`src/design/aci_pkg.sv`:
```
`default_nettype none
package aci_pkg;

  localparam int MaxEntities = 64;
  localparam int CoordBits   = 24;
  localparam int HitsBits    = 11;
  localparam int CountBits   = 7;

  localparam logic [1:0] OpWrite   = 2'd0;
  localparam logic [1:0] OpCollide = 2'd1;
  localparam logic [1:0] OpMove    = 2'd2;
  localparam logic [1:0] OpRead    = 2'd3;

  localparam logic [1:0] RegCount   = 2'd0;
  localparam logic [1:0] RegGravity = 2'd1;
  localparam logic [1:0] RegGround  = 2'd2;

  localparam logic signed [23:0] GravityReset = -24'sd128000;
  localparam logic signed [23:0] GroundReset  = 24'sd25600;

  typedef struct packed {
    logic [1:0]         operation;
    logic [5:0]         entity_index;
    logic signed [23:0] box_x;
    logic signed [23:0] box_y;
    logic [22:0]        box_w;
    logic [22:0]        box_h;
    logic signed [23:0] pos_x;
    logic signed [23:0] pos_y;
    logic signed [23:0] vel_x;
    logic signed [23:0] vel_y;
    logic [15:0]        time_step;
  } in_word_t;

  typedef struct packed {
    logic signed [23:0] out_box_x;
    logic signed [23:0] out_box_y;
    logic [22:0]        out_box_w;
    logic [22:0]        out_box_h;
    logic signed [23:0] out_pos_x;
    logic signed [23:0] out_pos_y;
    logic signed [23:0] out_vel_x;
    logic signed [23:0] out_vel_y;
    logic [10:0]        pair_hits;
  } out_word_t;

  // Datapath commands from the controller.
  typedef enum logic [2:0] {
    CmdNone, CmdWrite, CmdReadA, CmdReadB, CmdPair, CmdMoveRd, CmdMoveWr, CmdClear
  } cmd_e;

  typedef struct packed {
    cmd_e       cmd;
    logic [9:0] idx_a;
    logic [9:0] idx_b;
  } ctl_t;

endpackage
`default_nettype wire

```
`src/design/aci_ctrl.sv`:
```
`default_nettype none
module aci_ctrl #(
  parameter int MAX_ENTITIES = aci_pkg::MaxEntities
) (
  input  wire logic                clk_i,
  input  wire logic                rst_ni,
  input  wire logic                in_valid_i,
  output logic                     in_stall_o,
  input  wire aci_pkg::in_word_t   in_word_i,
  input  wire logic [6:0]          count_i,
  output aci_pkg::ctl_t            ctl_o,
  output aci_pkg::in_word_t        word_o,
  input  wire aci_pkg::out_word_t  res_i,
  output logic                     out_valid_o,
  input  wire logic                out_stall_i,
  output aci_pkg::out_word_t       out_word_o
);
  import aci_pkg::*;
  typedef enum logic [2:0] {
    StIdle, StReadWait, StPairA, StPairH, StPairB, StMoveRd, StMoveWr, StDone
  } state_e;

  state_e state_q;
  in_word_t word_q;
  logic [9:0] i_q, j_q, n;
  logic rd_zero_q;
  out_word_t out_word_d;

  assign n = (int'(count_i) > MAX_ENTITIES) ? 10'(MAX_ENTITIES) : 10'(count_i);
  assign in_stall_o = (state_q != StIdle) || (out_valid_o && out_stall_i);
  assign word_o = word_q;

  always_comb begin
    ctl_o = '{cmd: CmdNone, idx_a: i_q, idx_b: j_q};
    case (state_q)
      StIdle: if (in_valid_i && !in_stall_o && in_word_i.operation == OpCollide) begin
        ctl_o.cmd = CmdClear;
      end else begin
        ctl_o.idx_b = 10'(in_word_i.entity_index);
      end
      StPairH: ctl_o.cmd = CmdReadA;
      StPairB: ctl_o.cmd = CmdPair;
      StMoveRd: ctl_o.cmd = CmdMoveRd;
      StMoveWr: ctl_o.cmd = CmdMoveWr;
      StDone: if (word_q.operation == OpWrite && !rd_zero_q) begin
        ctl_o.cmd = CmdWrite;
        ctl_o.idx_a = 10'(word_q.entity_index);
      end
      default: ;
    endcase
  end

  always_comb begin
    out_word_d = '0;
    if (word_q.operation == OpRead && !rd_zero_q) begin
      out_word_d = res_i;
      out_word_d.pair_hits = '0;
    end else if (word_q.operation == OpCollide) begin
      out_word_d.pair_hits = res_i.pair_hits;
    end
  end

  // Entity i is fetched, then held while each later entity is read; every pair
  // cycle tests the entry read the cycle before and fetches the next one.
  always_ff @(posedge clk_i or negedge rst_ni) begin
    if (!rst_ni) begin
      state_q <= StIdle; out_valid_o <= 1'b0; i_q <= '0; j_q <= '0; rd_zero_q <= 1'b0;
    end else begin
      if (state_q == StDone && (!out_valid_o || !out_stall_i)) out_valid_o <= 1'b1;
      else if (out_valid_o && !out_stall_i) out_valid_o <= 1'b0;
      case (state_q)
        StIdle: if (in_valid_i && !in_stall_o) begin
          word_q <= in_word_i;
          rd_zero_q <= int'(in_word_i.entity_index) >= MAX_ENTITIES;
          case (in_word_i.operation)
            OpRead: begin
              j_q <= 10'(in_word_i.entity_index);
              state_q <= StReadWait;
            end
            OpCollide: begin
              i_q <= '0; j_q <= '0;
              state_q <= (n < 10'd2) ? StDone : StPairA;
            end
            OpMove: begin
              i_q <= '0; j_q <= '0;
              state_q <= (n == 10'd0) ? StDone : StMoveRd;
            end
            default: state_q <= StDone;
          endcase
        end
        StReadWait: state_q <= StDone;
        StPairA: begin
          j_q <= i_q + 10'd1; state_q <= StPairH;
        end
        StPairH: begin
          j_q <= j_q + 10'd1; state_q <= StPairB;
        end
        StPairB: begin
          // j_q addresses next entity; comparison happens on registered read.
          if (j_q == n) begin
            if (i_q + 10'd2 >= n) state_q <= StDone;
            else begin
              i_q <= i_q + 10'd1; j_q <= i_q + 10'd1; state_q <= StPairA;
            end
          end else j_q <= j_q + 10'd1;
        end
        StMoveRd: state_q <= StMoveWr;
        StMoveWr: begin
          if (i_q + 10'd1 == n) state_q <= StDone;
          else begin
            i_q <= i_q + 10'd1; j_q <= i_q + 10'd1; state_q <= StMoveRd;
          end
        end
        StDone: if (!out_valid_o || !out_stall_i) begin
          out_word_o <= out_word_d;
          state_q <= StIdle;
        end
        default: state_q <= StIdle;
      endcase
    end
  end
endmodule
`default_nettype wire

```
`config.mk`:
```
export PLATFORM = sky130hd
export DESIGN_NAME = aci_ctrl
export DESIGN_NICKNAME = d
export VERILOG_FILES = /design/src/design/aci_pkg.sv /design/src/design/aci_ctrl.sv
export SDC_FILE = /design/constraint.sdc
export NUM_CORES = 1
export LEC_CHECK = 0
export BUFFER_PORTS_ARGS = -buffer_cell sky130_fd_sc_hd__buf_2
export CAP_MARGIN = 20
export CORE_AREA = 2 2 341 343
export CTS_BUF_LIST = sky130_fd_sc_hd__clkbuf_16
export DETAILED_ROUTE_END_ITERATION = 12
export DIE_AREA = 0 0 343 345
export PLACE_DENSITY = 0.44
export SYNTH_ARGS = -nofsm -noshare
export SYNTH_HDL_FRONTEND = slang
export SYNTH_SLANG_ARGS = --single-unit
export TNS_END_PERCENT = 100
```
`constraint.sdc`:
```
create_clock -name clk_i -period 14.4 [get_ports clk_i]
set_input_delay 2.16 -clock clk_i [delete_from_list [all_inputs] [get_ports clk_i]]
set_output_delay 2.16 -clock clk_i [all_outputs]
set_load 0.01 [all_outputs]
```
# --- Yosys cells after proc, flatten, opt, wreduce, memory -nomap -nowiden ---
# Index checks and enable logic that the tools add are counted.
totals:
  input_bits: 426
  elab_cells: 105
  register_bits: 439
  output_inout_bits: 440
op_classes:
  bitwise_logic: 1
  n_mux: 28
  add_sub_neg: 3
  n_lt_le_gt_ge: 3
  reduce_logical: 24
  eq_ne: 22
op_table:
  columns: ["operator", "count"]
  rows:
  - ["$mux W10", 10]
  - ["$pmux W10 S5", 1]
  - ["$pmux W10 S3", 1]
  - ["$pmux W3 S8", 1]
  - ["$add A10 B1 Y10 const B", 2]
  - ["$eq A10 B7 Y1", 2]
  - ["$pmux W10 S2", 1]
  - ["$mux W3", 6]
  - ["$pmux W3 S6", 1]
  - ["$eq A3 B3 Y1 const B", 4]
  - ["$mux W11", 1]
  - ["$add A10 B2 Y10 const B", 1]
  - ["$ge A10 B7 Y1", 1]
  - ["$logic_not A10 Y1", 1]
  - ["$ne A2 B2 Y1 const B", 5]
  - ["$pmux W3 S3", 1]
  - ["$reduce_and A3 Y1", 3]
  - ["$gt A7 B7 Y1 const B", 1]
  - ["$lt A7 B2 Y1 const B", 1]
  - ["$mux W7", 1]
  - ["$eq A2 B2 Y1 const B", 3]
  - ["$eq A3 B2 Y1 const B", 2]
  - ["$reduce_and A6 Y1", 1]
  - ["$reduce_bool A3 Y1", 2]
  - ["other kinds (17)", 28]

# --- Depth between registers and ports, before layout ---
# Gate-level depths: netlist of run 1.
depth:
  word_depth: 7
  mapped_depth: 13

# --- Worst setup path after synthesis of run 1 ---
# No wires, ideal clock.
synth_path:
  path_kind: "input -> register"
  startpoint: "input out_stall_i"
  endpoint: "register out_word_o[0] in the netlist's numbering, enable pin"
  arrival_time_ns: 10.724
  path_slack_ns: 2.907
  cell_stages: 3
  cell_sequence: "nand2_1 nand2_1 nor2_1"
synth_via:
  elab_chain_cells: 3
synth_lines:
  columns: ["item", "line", "source"]
  rows:
  - ["start: declaration", "aci_ctrl.sv:15", "input wire logic out_stall_i,"]
  - ["$logic_not A1 Y1", "aci_ctrl.sv:114", "StDone: if (!out_valid_o || !out_stall_i) begin"]
  - ["$logic_or A1 B1 Y1", "aci_ctrl.sv:114", null]
  - ["$reduce_and A3 Y1 (no source line)", null, null]
  - ["end signal: assignment", "aci_ctrl.sv:115", "out_word_o <= out_word_d;"]
  - ["end: declaration", "aci_ctrl.sv:16", "output aci_pkg::out_word_t out_word_o"]
# Every way passes these cells.
# A chain may end at the register's enable or synchronous reset.

==> results of run 1 <==
kinds of logic (layout without fill, tap and decap cells):
kind of cell	Yosys count	in the layout	synth area share (%)
mux	18	18	1.20
simple gates	346	346	12.2
xor+xnor	21	21	1.19
other cells	0	11	0
fa+ha+maj	14	14	1.05
flops	439	439	78.4
compound gates	93	93	3.88
buf+inv	87	998	2.07
cells in the mapped netlist (all sizes together) (2+ instances only):
library cell / instances / share of area [%]
clkbuf: 58 / 1.3
or4: 2 / 0.11
o211ai: 2 / 0.090
and3: 194 / 7.3
nand2b: 5 / 0.19
buf: 7 / 0.26
nor2b: 9 / 0.34
a31o: 2 / 0.11
o31ai: 4 / 0.26
nand4: 5 / 0.19
ha: 14 / 1.1
and2: 17 / 0.64
mux2i: 8 / 0.48
o21a: 2 / 0.090
or2: 7 / 0.26
and4: 2 / 0.11
nor3: 11 / 0.33
a211o: 2 / 0.11
o22a: 2 / 0.11
o22ai: 7 / 0.26
a2bb2oi: 2 / 0.11
o21ai: 23 / 0.69
a41o: 2 / 0.12
nand2: 33 / 0.74
nand3b: 2 / 0.090
dfrtp: 24 / 3.6
xnor2: 16 / 0.84
a21o: 2 / 0.090
inv: 22 / 0.50
a221oi: 8 / 0.42
nand3: 11 / 0.33
a21oi: 14 / 0.42
mux2: 10 / 0.72
or3: 4 / 0.15
nor3b: 2 / 0.16
xor2: 4 / 0.21
a211oi: 5 / 0.23
o221ai: 2 / 0.11
a31oi: 5 / 0.19
nor2: 33 / 0.76
edfxtp: 415 / 75
o41ai: 2 / 0.11
final cells by class:
cell class	count	area share, %
clock inverter	45	1.72
inverter	22	0.336
timing repair buffer	875	18.1
tap	1524	7.75
sequential	439	53.1
antenna	11	0.112
clock buffer	56	5.70
multi-input combinational	492	13.2
layout by cell type (no fill, tap or decap), types with 4 or more instances in the layout:
cell	count
ha_1	14
nand4_1	5
buf_4	7
nand3_1	11
a31oi_1	5
nor2_1	31
o21ai_0	23
diode_2	11
buf_2	865
xor2_1	4
nand2_1	33
nor2b_1	9
mux2i_1	8
dfrtp_1	24
mux2_2	6
inv_1	32
a211oi_1	5
a221oi_1	8
edfxtp_1	415
clkinv_2	7
and2_1	17
nor3_1	11
a21oi_1	14
xnor2_1	16
o22ai_1	7
or2_2	4
nand2b_1	5
clkinv_1	11
clkbuf_16	56
bufinv_16	6
and3_1	193
or3_1	4
sequential cells by signal (all words and copies together) (netlist names):
register,count
state_q,3
out_word_o,201
i_q,10
out_valid_o,1
j_q,10
word_o,214
where the power goes:
part / internal (mW) / switching, mW / total [mW]
sequential: 1.54 / 0.103 / 1.64
combinational: 0.243 / 0.434 / 0.677
clock: 0.818 / 0.608 / 1.43
total: 2.60 / 1.15 / 3.75
layer usage:
layer | vias to the layer above | global-route usage (%) | part of all wire (%)
met3 | 165 | 6.03 | 10
met2 | 725 | 26.4 | 50
met1 | 6444 | 16.2 | 35
met5 | - | 0 | 0.20
li1 | 5652 | - | -
met4 | 26 | 6.27 | 4.4
worst max-delay path, stage by stage:
cell and delay [ns]:
buf_2 0.10, nand2_1 0.12, and2_1 0.32, nand2_1 0.22
nor2_1 0.13, nor2_1 0.05, o21ai_0 0.25, buf_2 0.20
through the flow:
step | total power, mW | hold slack, ns | utilization, % | cells | setup slack (ns)
finish | 3.75 | 0.583 | 21.4 | 3464 | 8.69
global route | 3.91 | 0.658 | 21.4 | 3454 | 8.53
CTS | 3.82 | 0.585 | 21.4 | 3453 | 8.64
detailed placement | 2.36 | 0.571 | 19.8 | 3352 | 8.65
global placement | 2.36 | 0.533 | 19.8 | 3352 | 8.66
floorplan | 2.02 | 0.522 | - | 1018 | 2.91
final timing paths:
kind                                               from  depth (start not counted)                      end  slack, ns
worst max-delay path                        out_stall_i                          8                ctl_o[22]       8.69
worst min-delay path            out_valid_o$_DFFE_PN0P_                          2  out_valid_o$_DFFE_PN0P_       0.58
worst max register to register   state_q[0]$_DFFE_PN0P_                          4     word_o[70]$_DFFE_PP_      10.36
worst min register to register  out_valid_o$_DFFE_PN0P_                          2  out_valid_o$_DFFE_PN0P_       0.58
max in group asynchronous                        rst_ni                          2  out_valid_o$_DFFE_PN0P_      12.55
min in group asynchronous                        rst_ni                          2       j_q[3]$_DFFE_PN0P_       1.52
==> results.json, run 1 <==
{
  "fin_area_um2": 24600,
  "core-area_um2": 115000,
  "synth_nets": 1458,
  "finalNetCount": 2326,
  "power_density_nw_per_um2": 152,
  "path_class": "primary input to output pin",
  "slew_headroom_pct": 27.0,
  "worstPathArrival_ns": 3.55,
  "yosys_warnings": 0,
  "hold_class": "flip-flop to flip-flop",
  "fin_tns_setup_ns": 0,
  "ir_drop_mv": 0.0877,
  "cts.sinks": 439,
  "cts-resized-gates": 0,
  "grt_max_degree": 192,
  "io_pins": 866,
  "cts_htree_levels": 2,
  "port_buffers": 865,
  "path_clk_slew_ns": 0.06,
  "cts_root_buffer": "clkbuf_16",
  "grt_antenna_before_repair": 47,
  "cp-end-kind": "output pin",
  "timing.final.hold_violations": 0,
  "vias": 13012,
  "syn_to_final_growth_pct": 47.7,
  "grt_first_pass_wirelength_um": 120000,
  "syn-cell-area_um2": 16700,
  "drc_errors": 0,
  "ant_nets": 0,
  "dp_hpwl_um": 75400,
  "synth_cell_types": 68,
  "worst_pin_slew_ns": 1.10,
  "synth_edf_count": 415,
  "num_rows": 125,
  "grt_pass1_vias": 12908,
  "avgSynthCellArea_um2": 16.4,
  "die_height_um": 345,
  "drt_iter0_markers": 1016,
  "rsz0062_at_grt": "no",
  "fp.dieArea_um2": 118000,
  "leakage_nw": 10.4,
  "required_ns": 12.24,
  "setup_viol": 0,
  "viasPerCell": 3.76,
  "numCtsBuffers": 56,
  "maxCapViolCount": 0,
  "die_w_um": 343,
  "ys_seq_area_share_pct": 78.4,
  "wl_um": 94300,
  "drive_gt1_share_pct": 50.6,
  "critPathLaunchType": "primary input",
  "seqCellArea_um2": 13100,
  "multiInputGateArea_um2": 3260,
  "postSynthCellCount": 1018,
  "drt_first_pass_iters": 5,
  "grt_usage_pct": 15.2,
  "fmax_ghz": 0.175,
  "worstPathMaxFanout": 6,
  "outcome": "complete, no violations",
  "fillerInstances": 12492,
  "ys_seq_elements": 439,
  "post-route-period-util_pct": 39.7,
  "synthFlopType": "edfxtp_1",
  "start_util_pct": 14.5,
  "globalplace.congestion": 0.892,
  "clock_latency_ns": 0.65,
  "postCtsSetupBuffers": 0,
  "post-route-min-period_ns": 5.71,
  "clk_path_buf_depth": 3,
  "grt_overflow_total": 0,
  "post_dp_cell_area_um2": 22800,
  "fin_worst_skew_ns": 0.0241,
  "wire_per_inst_um": 27.2,
  "cts_hold_buffers": 0,
  "ys_async_sr_fraction_pct": 5.47,
  "drv_slew": 0,
  "cts_tree": "done"
}
(Power assumes the default switching activity.)
==> inputs of run 2 (changes only) <==
Settings changed: ABC_AREA set to 1, CORE_AREA 2 2 341 343 to 2 2 334 336, DIE_AREA 0 0 343 345 to 0 0 336 338, PLACE_DENSITY 0.44 to 0.45.
Clock period 14.4 ns to 5.6 ns, I/O delays scaled along.
==> run 2 against run 1 <==
  * Non-clock buffer count up 5
  * Worst hold slack worse by 0.36 ns
  * Global-route usage down 0.23 points
  * Clock skew up 0.0049 ns
==> results.json, run 2 <==
{
  "syn-cell-area_um2": 17000,
  "critPathLaunchType": "flip-flop",
  "fp.dieArea_um2": 114000,
  "cp_slowest_cell": "a21oi_1",
  "timing.critical_path.to": "ctl_o[5]",
  "crit_cells": 9,
  "worstPathMaxFanout": 11,
  "r2r.worst_path.cells": 14,
  "yosysTopAreaCellShare_pct": 73.4,
  "drive_gt1_share_pct": 44.5,
  "timing.final.hold_violations": 0,
  "grt_max_degree": 102,
  "regToRegSetupSlack_ns": 2.55,
  "synth_commonest_cells": "415 x edfxtp_1, 259 x nor2_1, 255 x inv_1, 148 x nand2_1, 45 x nand3_1",
  "dp_hpwl_um": 74000,
  "final_common_cell": "buf_2",
  "drt_iter0_markers": 844,
  "mostFrequentLayoutCells": "865 x buf_2, 415 x edfxtp_1, 267 x inv_1",
  "synth_edf_count": 415,
  "rsz0062_at_grt": "no",
  "wire_per_inst_um": 23.9,
  "finalNetCount": 2662,
  "post-route-min-period_ns": 3.92,
  "drc_errors": 0,
  "maxCapViolCount": 0,
  "ys_async_sr_fraction_pct": 5.47,
  "core-area_um2": 110000,
  "path_class": "flip-flop to output pin",
  "fin_worst_skew_ns": 0.0290,
  "drt_first_pass_iters": 5,
  "holdWs_ns": 0.227,
  "power_density_nw_per_um2": 376,
  "ys_seq_elements": 439,
  "grt_first_pass_wirelength_um": 113000,
  "worstPathArrival_ns": 3.08,
  "power_mw": 9.35,
  "synth_cell_types": 36,
  "ant_nets": 0,
  "cp-end-kind": "output pin",
  "post_dp_cell_area_um2": 23200,
  "wl_um": 90000,
  "dp.cells": 3654,
  "numCtsBuffers": 53,
  "leakage_nw": 11.2,
  "grt_pass1_vias": 13107,
  "crit_chain": "inv_1, nand2_1, nor2_2, inv_1, a21oi_1, buf_4, nand2_1, o21ai_0, buf_2",
  "crit_family": "compound AO/OA/AOI/OAI gates",
  "largest_reg_flops": 214,
  "ys_seq_area_share_pct": 76.9,
  "die_height_um": 338,
  "outcome": "complete, no violations",
  "finish.utilization_pct": 22.6,
  "cts_root_buffer": "clkbuf_16",
  "port_buffers": 865,
  "ir_drop_mv": 0.208,
  "io_pins": 866,
  "fin_area_um2": 24900,
  "slew_headroom_pct": 34.1,
  "vias": 13452,
  "yosysMostFrequentCell": "edfxtp_1",
  "clock_latency_ns": 0.64,
  "layoutNonFillerInstCount": 3759,
  "fmax_ghz": 0.255,
  "path_buf_inv": 4,
  "grt_overflow_total": 0,
  "viasPerCell": 3.58,
  "drv_slew": 0,
  "clk_path_buf_depth": 3,
  "postSynthCellCount": 1318,
  "synth_top_cell_by_area": "edfxtp_1",
  "path_clk_slew_ns": 0.06,
  "worst_pin_slew_ns": 0.989,
  "postCtsSetupBuffers": 0,
  "cts_hold_buffers": 0,
  "globalplace.congestion": 0.874,
  "r2r_start": "i_q[2]$_DFFE_PN0P_",
  "cts-resized-gates": 0,
  "synth_area_leaders": "edfxtp_1 73%, nor2_1 5.7%, inv_1 5.6%",
  "cts_tree": "done",
  "required_ns": 4.76,
  "timing.rr.end": "i_q[2]$_DFFE_PN0P_",
  "hold_class": "primary input to asynchronous set/reset pin",
  "fillerInstances": 12065,
  "critPathLaunch": "state_q[1]$_DFFE_PN0P_",
  "die_w_um": 336,
  "post-route-period-util_pct": 69.9,
  "setup_viol": 0,
  "syn_to_final_growth_pct": 46.6,
  "synth_nets": 1758,
  "avgSynthCellArea_um2": 12.9,
  "num_rows": 122,
  "grt_usage_pct": 15.0,
  "start_util_pct": 15.4,
  "synthFlopType": "edfxtp_1",
  "yosys_warnings": 0,
  "grt_antenna_before_repair": 44,
  "cts_htree_levels": 2,
  "slowest_delay_ns": 0.78,
  "cts.sinks": 439
}
-- run 2: changes by cell type after synthesis, sizes merged, moves of 8 or more --
cell	change
a221oi	-8
mux2i	-8
nor2b	-9
nand3	+38
o21ai	+11
xnor2	-15
and3	-194
and2	-17
clkbuf	-34
nand4	+9
mux2	-10
nand2	+135
inv	+240
nor2	+236
-- run 2: cell type report --
type	instances	area [um2]	share of cell area [%]
Tap cell	1488	1860	7.47
Timing Repair Buffer	880	4480	18.0
Clock inverter	43	348	1.40
Sequential cell	439	13100	52.4
Antenna cell	8	20.0	0.0804
Clock buffer	53	1330	5.32
Multi-Input combinational cell	586	2820	11.3
Inverter	262	986	3.96
-- run 2: worst min path at each step --
| stage | from | endpoint | slack [ns] |
|---|---|---|---|
| 2_1_floorplan | j_q[9]$_DFFE_PN0P_ | j_q[9]$_DFFE_PN0P_ | 0.45 |
| 3_3_place_gp | j_q[9]$_DFFE_PN0P_ | j_q[9]$_DFFE_PN0P_ | 0.48 |
| 3_5_place_dp | j_q[9]$_DFFE_PN0P_ | j_q[9]$_DFFE_PN0P_ | 0.49 |
| 4_1_cts | rst_ni | j_q[6]$_DFFE_PN0P_ | 0.19 |
| 5_1_grt | rst_ni | j_q[6]$_DFFE_PN0P_ | 0.23 |
| 6_report | rst_ni | j_q[5]$_DFFE_PN0P_ | 0.23 |
-- run 2: cell families (layout without fill, tap and decap cells) --
family | count (synthesis) | count (layout) | share of synthesized area (%)
flip-flops | 439 | 439 | 76.9
AND/OR/NAND/NOR | 509 | 509 | 12.8
other | 0 | 8 | 0
adder cells (fa/ha/maj) | 14 | 14 | 1.03
AO/OA/AOI/OAI | 51 | 51 | 1.81
buffers and inverters | 293 | 1238 | 6.78
XOR/XNOR | 12 | 12 | 0.619
-- run 2: per-layer routing --
layer | global-route usage, % | wire length, um | vias to the layer above
met2 | 24.5 | 42700 | 721
li1 | - | - | 6129
met4 | 7.30 | 4240 | 24
met3 | 7.66 | 11200 | 150
met1 | 15.9 | 31700 | 6428
met5 | 0 | 159 | -
-- run 2: report_power, final --
group | switching, mW | internal [mW] | total (mW)
clock network | 1.46 | 1.95 | 3.41
logic | 1.29 | 0.559 | 1.85
registers | 0.156 | 3.94 | 4.10
total | 2.91 | 6.45 | 9.35
-- run 2: per-stage QoR --
stage / setup slack (ns) / setup TNS (ns)
after floorplan: -0.903 / -306.42
after global placement: 2.01 / 0
after detailed placement: 1.98 / 0
after CTS: 1.63 / 0
after global routing: 1.43 / 0
final: 1.68 / 0
